[src/rtl/core/rgba_alpha_blend_over_core_defines.svh]
// Assertion macros for the alpha blend core.
// Each macro expects clk and rst_n in scope.
`ifndef RGBA_ALPHA_BLEND_OVER_CORE_DEFINES_SVH
`define RGBA_ALPHA_BLEND_OVER_CORE_DEFINES_SVH

// Check that cons holds in the same cycle as ante.
`define ABO_ASSERT_NOW(lbl, ante, cons, msg) \
    lbl: assert property (@(posedge clk) disable iff (!rst_n) (ante) |-> (cons)) \
        else $error(msg);

// Check that cons holds in the cycle after ante.
`define ABO_ASSERT_NEXT(lbl, ante, cons, msg) \
    lbl: assert property (@(posedge clk) disable iff (!rst_n) (ante) |=> (cons)) \
        else $error(msg);

`endif

[src/rtl/core/abo_pkg.sv]
package abo_pkg;

    localparam int unsigned ChanNum    = 3;
    localparam int unsigned NumWidth   = 17;
    localparam int unsigned QuotWidth  = 8;
    localparam int unsigned PipeDepth  = 8;
    localparam int unsigned DivRegs    = 4;
    localparam logic [7:0]  ChanMax    = 8'hFF;

    // Stage 1: alpha product and foreground products
    typedef struct packed {
        logic [7:0]                   alpha_f;
        logic [15:0]                  w_back;
        logic [ChanNum-1:0][15:0]     fore_prod;
        logic [ChanNum-1:0][7:0]      back_chan;
    } s1_t;

    // Stage 2: background products, first estimate of w / 255
    typedef struct packed {
        logic [7:0]                   alpha_f;
        logic [15:0]                  w_back;
        logic [15:0]                  w_est;
        logic [ChanNum-1:0][15:0]     fore_prod;
        logic [ChanNum-1:0][23:0]     back_prod;
    } s2_t;

    // Stage 3: output alpha, estimates of the background terms
    typedef struct packed {
        logic [7:0]                   alpha_p;
        logic [ChanNum-1:0][15:0]     fore_prod;
        logic [ChanNum-1:0][23:0]     back_prod;
        logic [ChanNum-1:0][15:0]     back_est;
    } s3_t;

    // Divider stages: partial remainder and quotient per channel
    typedef struct packed {
        logic [7:0]                         alpha_p;
        logic [ChanNum-1:0][NumWidth-1:0]   rem;
        logic [ChanNum-1:0][QuotWidth-1:0]  quot;
        logic [ChanNum-1:0]                 clip;
    } div_t;

    // First guess of floor(x / 255); low by at most one
    function automatic logic [15:0] div255_est(input logic [23:0] x);
        logic [24:0] sum;
        sum = 25'(x) + 25'(x >> 8) + 25'(x >> 16);
        return sum[23:8];
    endfunction

    // Correct the guess with one compare of the remainder
    function automatic logic [15:0] div255_fix(input logic [23:0] x, input logic [15:0] q);
        logic [24:0] prod;
        logic [24:0] r;
        prod = 25'({q, 8'h00}) - 25'(q);
        r    = 25'(x) - prod;
        return (r >= 25'(ChanMax)) ? q + 16'd1 : q;
    endfunction

    // One restoring division step at bit position pos
    function automatic div_t div_step(input div_t d, input logic [2:0] pos);
        div_t            o;
        logic [NumWidth-1:0] den;
        o   = d;
        den = NumWidth'(d.alpha_p) << pos;
        for (int c = 0; c < ChanNum; c++)
        begin
            if (d.rem[c] >= den)
            begin
                o.rem[c]       = d.rem[c] - den;
                o.quot[c][pos] = 1'b1;
            end
        end
        return o;
    endfunction

endpackage

[src/rtl/core/rgba_alpha_blend_over_core.sv]
// Alpha "over" compositing of one ARGB8888 foreground pixel onto one
// ARGB8888 background pixel (alpha 31:24, red 23:16, green 15:8, blue 7:0).
// Input word: fore_pixel and back_pixel, taken at an edge where in_valid is
// high and in_stall is low. Output word: blended_pixel, zero_alpha and
// clipped, taken at an edge where out_valid is high and out_stall is low.
// Throughput: one word per cycle while out_stall is low, through an
// eight-register pipeline: products, divide-by-255 estimate and fix,
// then a restoring divider by the output alpha that resolves two
// quotient bits per stage. A word passes s1, s2, s3, the divider
// registers and the result register in order before out_valid rises.
// A channel quotient above 255 saturates to 255 and sets clipped; a zero
// output alpha gives an all-zero pixel with zero_alpha set.
// Stall: each stage holds while the stage after it is full and held, so
// bubbles close up; in_stall rises only when all eight stages are full
// and out_stall is high. No word is lost or repeated.
// Reset: clears all valid bits; the pipeline comes up empty.
`include "rgba_alpha_blend_over_core_defines.svh"

module rgba_alpha_blend_over_core
(
    input  logic        clk,
    input  logic        rst_n,
    input  logic        in_valid,
    output logic        in_stall,
    input  logic [31:0] fore_pixel,
    input  logic [31:0] back_pixel,
    output logic        out_valid,
    input  logic        out_stall,
    output logic [31:0] blended_pixel,
    output logic        zero_alpha,
    output logic        clipped
);

    logic [abo_pkg::PipeDepth-1:0] vld_reg;
    logic [abo_pkg::PipeDepth-1:0] adv;

    abo_pkg::s1_t  s1_reg, s1_next;
    abo_pkg::s2_t  s2_reg, s2_next;
    abo_pkg::s3_t  s3_reg, s3_next;
    abo_pkg::div_t div_reg [abo_pkg::DivRegs];
    abo_pkg::div_t div0_next;
    abo_pkg::div_t last_div;

    logic [31:0] pixel_reg, pixel_next;
    logic        zero_reg, zero_next;
    logic        clip_reg, clip_next;

    // Advance a stage when it is empty or the next one advances
    always_comb
    begin
        adv[abo_pkg::PipeDepth-1] = !vld_reg[abo_pkg::PipeDepth-1] || !out_stall;
        for (int k = abo_pkg::PipeDepth - 2; k >= 0; k--)
        begin
            adv[k] = !vld_reg[k] || adv[k+1];
        end
    end

    assign in_stall = !adv[0];

    // Move valid bits along with the data
    always_ff @(posedge clk or negedge rst_n)
    begin
        if (!rst_n)
        begin
            vld_reg <= '0;
        end
        else
        begin
            if (adv[0])
            begin
                vld_reg[0] <= in_valid;
            end
            for (int k = 1; k < abo_pkg::PipeDepth; k++)
            begin
                if (adv[k])
                begin
                    vld_reg[k] <= vld_reg[k-1];
                end
            end
        end
    end

    // Stage 1: alpha weight of the background and foreground products
    always_comb
    begin
        logic [7:0] af;
        logic [7:0] ab;
        logic [7:0] naf;
        af  = fore_pixel[31:24];
        ab  = back_pixel[31:24];
        naf = abo_pkg::ChanMax - af;
        s1_next.alpha_f = af;
        s1_next.w_back  = 16'(ab) * 16'(naf);
        for (int c = 0; c < abo_pkg::ChanNum; c++)
        begin
            s1_next.fore_prod[c] = 16'(fore_pixel[8*c +: 8]) * 16'(af);
            s1_next.back_chan[c] = back_pixel[8*c +: 8];
        end
    end

    // Stage 2: background products, estimate of the alpha term
    always_comb
    begin
        s2_next.alpha_f   = s1_reg.alpha_f;
        s2_next.w_back    = s1_reg.w_back;
        s2_next.w_est     = abo_pkg::div255_est({8'h00, s1_reg.w_back});
        s2_next.fore_prod = s1_reg.fore_prod;
        for (int c = 0; c < abo_pkg::ChanNum; c++)
        begin
            s2_next.back_prod[c] = 24'(s1_reg.back_chan[c]) * 24'(s1_reg.w_back);
        end
    end

    // Stage 3: output alpha, estimate of the background terms
    always_comb
    begin
        logic [15:0] wq;
        wq = abo_pkg::div255_fix({8'h00, s2_reg.w_back}, s2_reg.w_est);
        s3_next.alpha_p   = s2_reg.alpha_f + wq[7:0];
        s3_next.fore_prod = s2_reg.fore_prod;
        s3_next.back_prod = s2_reg.back_prod;
        for (int c = 0; c < abo_pkg::ChanNum; c++)
        begin
            s3_next.back_est[c] = abo_pkg::div255_est(s2_reg.back_prod[c]);
        end
    end

    // Stage 4: fix the background terms and form the numerators
    always_comb
    begin
        logic [15:0] bq;
        div0_next.alpha_p = s3_reg.alpha_p;
        div0_next.quot    = '0;
        div0_next.clip    = '0;
        for (int c = 0; c < abo_pkg::ChanNum; c++)
        begin
            bq = abo_pkg::div255_fix(s3_reg.back_prod[c], s3_reg.back_est[c]);
            div0_next.rem[c] = abo_pkg::NumWidth'(s3_reg.fore_prod[c])
                             + abo_pkg::NumWidth'(bq);
        end
    end

    // Load the front stages
    always_ff @(posedge clk)
    begin
        if (adv[0])
        begin
            s1_reg <= s1_next;
        end
        if (adv[1])
        begin
            s2_reg <= s2_next;
        end
        if (adv[2])
        begin
            s3_reg <= s3_next;
        end
        if (adv[3])
        begin
            div_reg[0] <= div0_next;
        end
    end

    // Divider stages: two quotient bits each; the first also flags overflow
    for (genvar k = 0; k < abo_pkg::DivRegs - 1; k++)
    begin : g_div
        abo_pkg::div_t step_a;
        abo_pkg::div_t step_b;

        always_comb
        begin
            step_a = div_reg[k];
            if (k == 0)
            begin
                for (int c = 0; c < abo_pkg::ChanNum; c++)
                begin
                    step_a.clip[c] = div_reg[k].rem[c]
                                   >= abo_pkg::NumWidth'({div_reg[k].alpha_p, 8'h00});
                end
            end
            step_a = abo_pkg::div_step(step_a, 3'(7 - 2*k));
            step_b = abo_pkg::div_step(step_a, 3'(6 - 2*k));
        end

        always_ff @(posedge clk)
        begin
            if (adv[4+k])
            begin
                div_reg[k+1] <= step_b;
            end
        end
    end

    // Last stage: final two bits, saturate and pack
    always_comb
    begin
        logic [abo_pkg::ChanNum-1:0][7:0] chan;
        last_div = abo_pkg::div_step(div_reg[abo_pkg::DivRegs-1], 3'd1);
        last_div = abo_pkg::div_step(last_div, 3'd0);
        for (int c = 0; c < abo_pkg::ChanNum; c++)
        begin
            chan[c] = last_div.clip[c] ? abo_pkg::ChanMax : last_div.quot[c];
        end
        zero_next = (last_div.alpha_p == 8'h00);
        if (zero_next)
        begin
            pixel_next = '0;
            clip_next  = 1'b0;
        end
        else
        begin
            pixel_next = {last_div.alpha_p, chan[2], chan[1], chan[0]};
            clip_next  = |last_div.clip;
        end
    end

    // Hold the result word until taken
    always_ff @(posedge clk)
    begin
        if (adv[abo_pkg::PipeDepth-1])
        begin
            pixel_reg <= pixel_next;
            zero_reg  <= zero_next;
            clip_reg  <= clip_next;
        end
    end

    assign out_valid     = vld_reg[abo_pkg::PipeDepth-1];
    assign blended_pixel = pixel_reg;
    assign zero_alpha    = zero_reg;
    assign clipped       = clip_reg;

    // Checks
    `ABO_ASSERT_NOW(a_stall_full, in_stall, (&vld_reg) && out_stall,
        "input stalled with room in pipe")
    `ABO_ASSERT_NEXT(a_accept_lands, in_valid && !in_stall, vld_reg[0],
        "accepted word not captured")
    `ABO_ASSERT_NOW(a_zero_clean, out_valid && zero_alpha,
        blended_pixel == 32'h0 && !clipped, "zero alpha word not cleared")
    `ABO_ASSERT_NOW(a_alpha_nonzero, out_valid && !zero_alpha,
        blended_pixel[31:24] != 8'h00, "nonzero word with zero alpha")

endmodule

[config.mk]
export PLATFORM = sky130hd
export DESIGN_NAME = rgba_alpha_blend_over_core
export DESIGN_NICKNAME = d
export VERILOG_FILES = /design/src/rtl/core/abo_pkg.sv /design/src/rtl/core/rgba_alpha_blend_over_core.sv
export VERILOG_INCLUDE_DIRS = /design/src /design/src/rtl/core
export SDC_FILE = /design/constraint.sdc
export NUM_CORES = 2
export LEC_CHECK = 0
export ABC_AREA = 1
export BUFFER_PORTS_ARGS = -buffer_cell sky130_fd_sc_hd__buf_2
export CAP_MARGIN = 25
export CORE_MARGIN = 2
export CORE_UTILIZATION = 45
export CTS_CLUSTER_DIAMETER = 80
export DETAILED_ROUTE_END_ITERATION = 6
export SLEW_MARGIN = 20
export SYNTH_ARGS = -nofsm -noshare
export SYNTH_HDL_FRONTEND = slang
export SYNTH_SLANG_ARGS = --single-unit
[constraint.sdc]
create_clock -name clk -period 21.8 [get_ports clk]
set_input_delay 0 -clock clk [delete_from_list [all_inputs] [get_ports clk]]
set_output_delay 0 -clock clk [all_outputs]
set_load 0.01 [all_outputs]
**Word level (Yosys, flattened, before mapping)**

Memories as Yosys holds them, arrays and structs flattened.
Index checks and enable logic that the tools add are counted.

- Multiply operators: 7
- $add $sub $neg: 45
- Reduce and logical (&&, ||, !) cells: 20
- Mux-type cells: 60
- $lt $le $gt $ge: 31

Operators by type and width:

| operator | number |
|---|---|
| 17-bit two-way mux | 21 |
| 25-bit by 8-bit greater-or-equal comparator with 1-bit output, second input constant | 4 |
| 24-bit by 16-bit subtractor with 25-bit output | 3 |
| 24-bit by 25-bit subtractor with 25-bit output | 3 |
| 24-bit by 16-bit adder with 24-bit output | 3 |
| 24-bit by 8-bit adder with 24-bit output | 3 |
| 8-bit by 16-bit multiplier with 24-bit output | 3 |
| 8-bit by 8-bit multiplier with 16-bit output | 4 |
| 16-bit by 16-bit adder with 17-bit output | 3 |
| 17-bit by 10-bit greater-or-equal comparator with 1-bit output | 3 |
| 17-bit by 11-bit greater-or-equal comparator with 1-bit output | 3 |
| 17-bit by 12-bit greater-or-equal comparator with 1-bit output | 3 |
| 17-bit by 13-bit greater-or-equal comparator with 1-bit output | 3 |
| 17-bit by 14-bit greater-or-equal comparator with 1-bit output | 3 |
| 17-bit by 15-bit greater-or-equal comparator with 1-bit output | 3 |
| 17-bit by 16-bit greater-or-equal comparator with 1-bit output | 3 |
| 17-bit by 8-bit greater-or-equal comparator with 1-bit output | 3 |
| 17-bit by 9-bit greater-or-equal comparator with 1-bit output | 3 |
| 17-bit by 10-bit subtractor with 17-bit output | 3 |
| 17-bit by 11-bit subtractor with 17-bit output | 3 |
| 17-bit by 12-bit subtractor with 17-bit output | 3 |
| 17-bit by 13-bit subtractor with 17-bit output | 3 |
| 17-bit by 14-bit subtractor with 17-bit output | 3 |
| 17-bit by 15-bit subtractor with 17-bit output | 3 |
| 15 further kinds | 71 |

- Memories: 1
- Memory bits (writable): 344
- Bits of input ports: 68
- Bits in registers: 467
- Word-level logic and storage cells: 202
- Output and inout bits: 36

Memory list:

| name | words | width | read ports | clocked after Yosys merged registers in | wr ports | line | text |
|---|---|---|---|---|---|---|---|
| div_reg | 4 | 86 | 4 | 0 | 4 | rgba_alpha_blend_over_core.sv:40 | `abo_pkg::div_t div_reg [abo_pkg::DivRegs];` |

**Logic depth before layout (Yosys ltp)**

- Depth after elaboration: 10
- Depth in mapped cells: 35

**Worst setup path before layout**

No wires, ideal clock.

- Kind: reg-to-reg
- From: register vld_reg[7] in the netlist's numbering
- To: register s1_reg[0] in the netlist's numbering, enable pin
- Path slack: 4764 ps
- Arrival: 16587 ps
- Clock period less this slack: 17036 ps
- Library setup time: 449 ps
- Buffers on the path: 0
- Required time: 21351 ps
- Stages on the path, launching flop included: 16
- Cell sequence: dfrtp_1 > nand2_1 > nor2_1 > inv_1 > nor2_1 > inv_1 > nor2_1 > inv_1 > nor2_1 > inv_1 > nor2_1 > inv_1 > nor2_1 > inv_1 > nor2_1 > inv_1

- Cells in the longest elaborated chain, start to end: 9

Ends and longest elaborated chain:

| item | line | text |
|---|---|---|
| start, declared | rgba_alpha_blend_over_core.sv:34 | `logic [abo_pkg::PipeDepth-1:0] vld_reg;` |
| start signal, assigned by index | rgba_alpha_blend_over_core.sv:77 | `vld_reg[k] <= vld_reg[k-1];` |
| 1-bit zero test | rgba_alpha_blend_over_core.sv:51 | `adv[abo_pkg::PipeDepth-1] = !vld_reg[abo_pkg::PipeDepth-1] \|\| !out_stall;` |
| 1-bit logical OR | rgba_alpha_blend_over_core.sv:51 |  |
| net adv (one bit) | rgba_alpha_blend_over_core.sv:35 | `logic [abo_pkg::PipeDepth-1:0] adv;` |
| 1-bit logical OR | rgba_alpha_blend_over_core.sv:54 | `adv[k] = !vld_reg[k] \|\| adv[k+1];` |
| net adv (one bit) | rgba_alpha_blend_over_core.sv:35 |  |
| 1-bit logical OR | rgba_alpha_blend_over_core.sv:54 |  |
| net adv (one bit) | rgba_alpha_blend_over_core.sv:35 |  |
| 1-bit logical OR | rgba_alpha_blend_over_core.sv:54 |  |
| net adv (one bit) | rgba_alpha_blend_over_core.sv:35 |  |
| 1-bit logical OR | rgba_alpha_blend_over_core.sv:54 |  |
| net adv (one bit) | rgba_alpha_blend_over_core.sv:35 |  |
| 1-bit logical OR | rgba_alpha_blend_over_core.sv:54 |  |
| net adv (one bit) | rgba_alpha_blend_over_core.sv:35 |  |
| 1-bit logical OR | rgba_alpha_blend_over_core.sv:54 |  |
| net adv (one bit) | rgba_alpha_blend_over_core.sv:35 |  |
| 1-bit logical OR | rgba_alpha_blend_over_core.sv:54 |  |
| end signal, assigned | rgba_alpha_blend_over_core.sv:148 | `s1_reg <= s1_next;` |
| end, declared | rgba_alpha_blend_over_core.sv:37 | `abo_pkg::s1_t s1_reg, s1_next;` |

The timed path passes the listed nets, and every way through them passes these cells.
A chain may end at the register's enable or synchronous reset.

**Final worst setup path**

- From: register vld_reg[7] in the netlist's numbering
- To: register s1_reg[39] in the netlist's numbering, enable pin

Same word-level chain as after synthesis.

==> impl_metrics.yaml <==
status:
  status: "completed"
critical_path:
  worstPathCellList: "nand2_2 -> nor2_1 -> clkinv_2 -> nor2_1 -> inv_2 -> buf_4 -> nor2_1 -> inv_2 -> buf_4 -> nor2_1 -> inv_2 -> nor2_1 -> inv_6 -> nor2_1 -> inv_6 -> nor2_1 -> inv_4 -> buf_4"
  cp.required_ns: 22.10
  path_class: "register to register"
  cpMostUsedCell: "nor2_1"
  critPathSlowestCell: "buf_4"
  path_delay_family: "buffers and inverters"
  crit_path_end_kind: "register"
  worstSetupStartpointType: "register"
  path_max_fanout: 80
  crit_buf_inv: 10
  arrival_ns: 6.49
  crit_path_max_incr_delay_ns: 0.68
finish:
  layout-drive-gt1-share_pct: 5.06
  nets: 10600
  largest_reg_flops: 281
  final_cells: 11500
  layout_commonest_cell: "nand2_1"
  area_growth_syn_to_layout_pct: 8.52
  fillers: 15700
  layout_common_cells: "2387 x nand2_1, 1781 x inv_1, 765 x ha_1, 740 x edfxtp_1, 603 x nor2_1"
  final_core_util_pct: 49.3
timing:
  max_freq_mhz: 161
  setup_viol: 0
  max_slew_margin_pct: 32.9
  post-route-period-util_pct: 28.4
  rsz0062_at_grt: "false"
  slew_violations: 0
  tightest_slew_ns: 0.982
  period_minus_slack_ns: 6.19
  fin_tns_setup_ns: 0
  finalClockSkew_ns: 0.0529
  hold_viol_final: 0
clocking:
  cts_resized: 0
  clk_pin_slew_ns: 0.06
  clock_sinks: 748
  clk_latency_ns: 0.71
  cts_tree: "done"
  hold_buffers: 62
  ctsHtreeMaxLevel: 3
  post-cts-setup-buffer-count: 0
  root_buffer: "clkbuf_16"
  cts_made_buffers: 89
  clockBufferDepth: 3
worst_hold_path:
  min_path_type: "input port to register"
floorplan:
  start_util_pct: 45.4
  core-area_sq_mm: 0.163
  dieArea_sq_mm: 0.168
  io_pins: 104
  die_w_um: 410
  die_h_um: 410
  rows: 148
place:
  portBuffers: 103
  gp_congestion: 0.953
  hpwl_um: 154000
  place_inst: 11300
global_routing:
  grt_pass1_vias: 58100
  antenna_found_initial: 8
  track_usage_pct: 23.0
  grt_first_pass_wirelength_um: 310000
  grt_max_degree: 81
  grt_overflow_total: 0
yosys:
  syn-instance-count: 9164
  ys.flop_type: "edfxtp_1"
  syn-num-nets: 10500
  yosysUniqueCellTypes: 66
  synth_edf_count: 740
  seq_area_frac_synth_pct: 30.3
  synthArstFlopShare_pct: 1.07
  ys_warn_count: 0
  netlist_area_sq_mm: 0.0741
  avgSynthCellArea_sq_um: 8.08
  ys_ff_latch: 748
detailed_routing:
  firstDrtPassIters: 6
  route.detailed.drc: 0
  dr_total_vias: 58600
  viasPerCell: 5.09
  wl_um: 191000
  wire_per_inst_um: 16.6
  drt_iter0_markers: 4219
  ant_nets: 0
job:
  maxCapViolCount: 0
## cell usage after synthesis (all sizes together) (43+ instances only)
master  instances  area (sq um)
nor2          653          2670
nand2        2437          9300
o21ai         287          1520
nand3         420          2220
nand3b         43           323
xor2          274          2410
nor3           89           460
inv          1808          6800
nand4         187          1180
a21oi         441          2230
xnor2         124          1090
ha            765          9570
fa            467          9350
clkbuf        151           584
edfxtp        740         22200
## layer usage
layer  track usage (%)  vias up  share of wire [%]
li1                  -    29500                  -
met4              6.21        2                2.7
met3              2.54      262                5.1
met5                 0        -             0.0084
met1              31.9    27400                 46
met2              38.0     1451                 46
## final timing paths
path	start	end	slack (ns)	cells after the start
worst max-delay path	vld_reg[7]	s1_reg[39]	15.61	18
worst max register to register	vld_reg[7]	s1_reg[39]	15.61	18
worst min-delay path	back_pixel[1]	s1_reg[1]	0.12	2
max in group asynchronous	rst_n	vld_reg[5]	20.70	3
worst min register to register	s2_reg[103]	s3_reg[151]	0.38	0
min in group asynchronous	rst_n	vld_reg[3]	0.57	3
## per-stage QoR
| step | cell area, sq um | hold slack [ns] | setup slack [ns] |
|---|---|---|---|
| detailed placement | 76700 | -0.0680 | 15.47 |
| floorplan | 74100 | -0.296 | 4.76 |
| global route | 80400 | 0.0805 | 14.85 |
| global placement | 76700 | -0.0707 | 15.51 |
| finish | 80400 | 0.118 | 15.61 |
| CTS | 80400 | 0.0458 | 15.44 |
## cell families after synthesis
family / after synthesis / synth area share (%)
fa+ha+maj: 1232 / 25.5
compound gates: 887 / 6.68
flops: 748 / 30.3
mux: 2 / 0.0304
xor+xnor: 398 / 4.73
buf+inv: 2003 / 10.4
simple gates: 3894 / 22.4
## layout make-up
type	count	area [sq um]	area share [%]
Multi-Input combinational cell	6413	44000	54.7
Sequential cell	748	22400	27.9
Inverter	1810	6830	8.49
Tap cell	2175	2720	3.38
Clock buffer	107	2360	2.93
Timing Repair Buffer	197	1380	1.71
Clock inverter	59	723	0.899
Antenna cell	3	7.51	0.00934
Power is left out: the tool's default activity adds up to more than one toggle a clock period on the data nets, which glitch-free logic cannot reach.
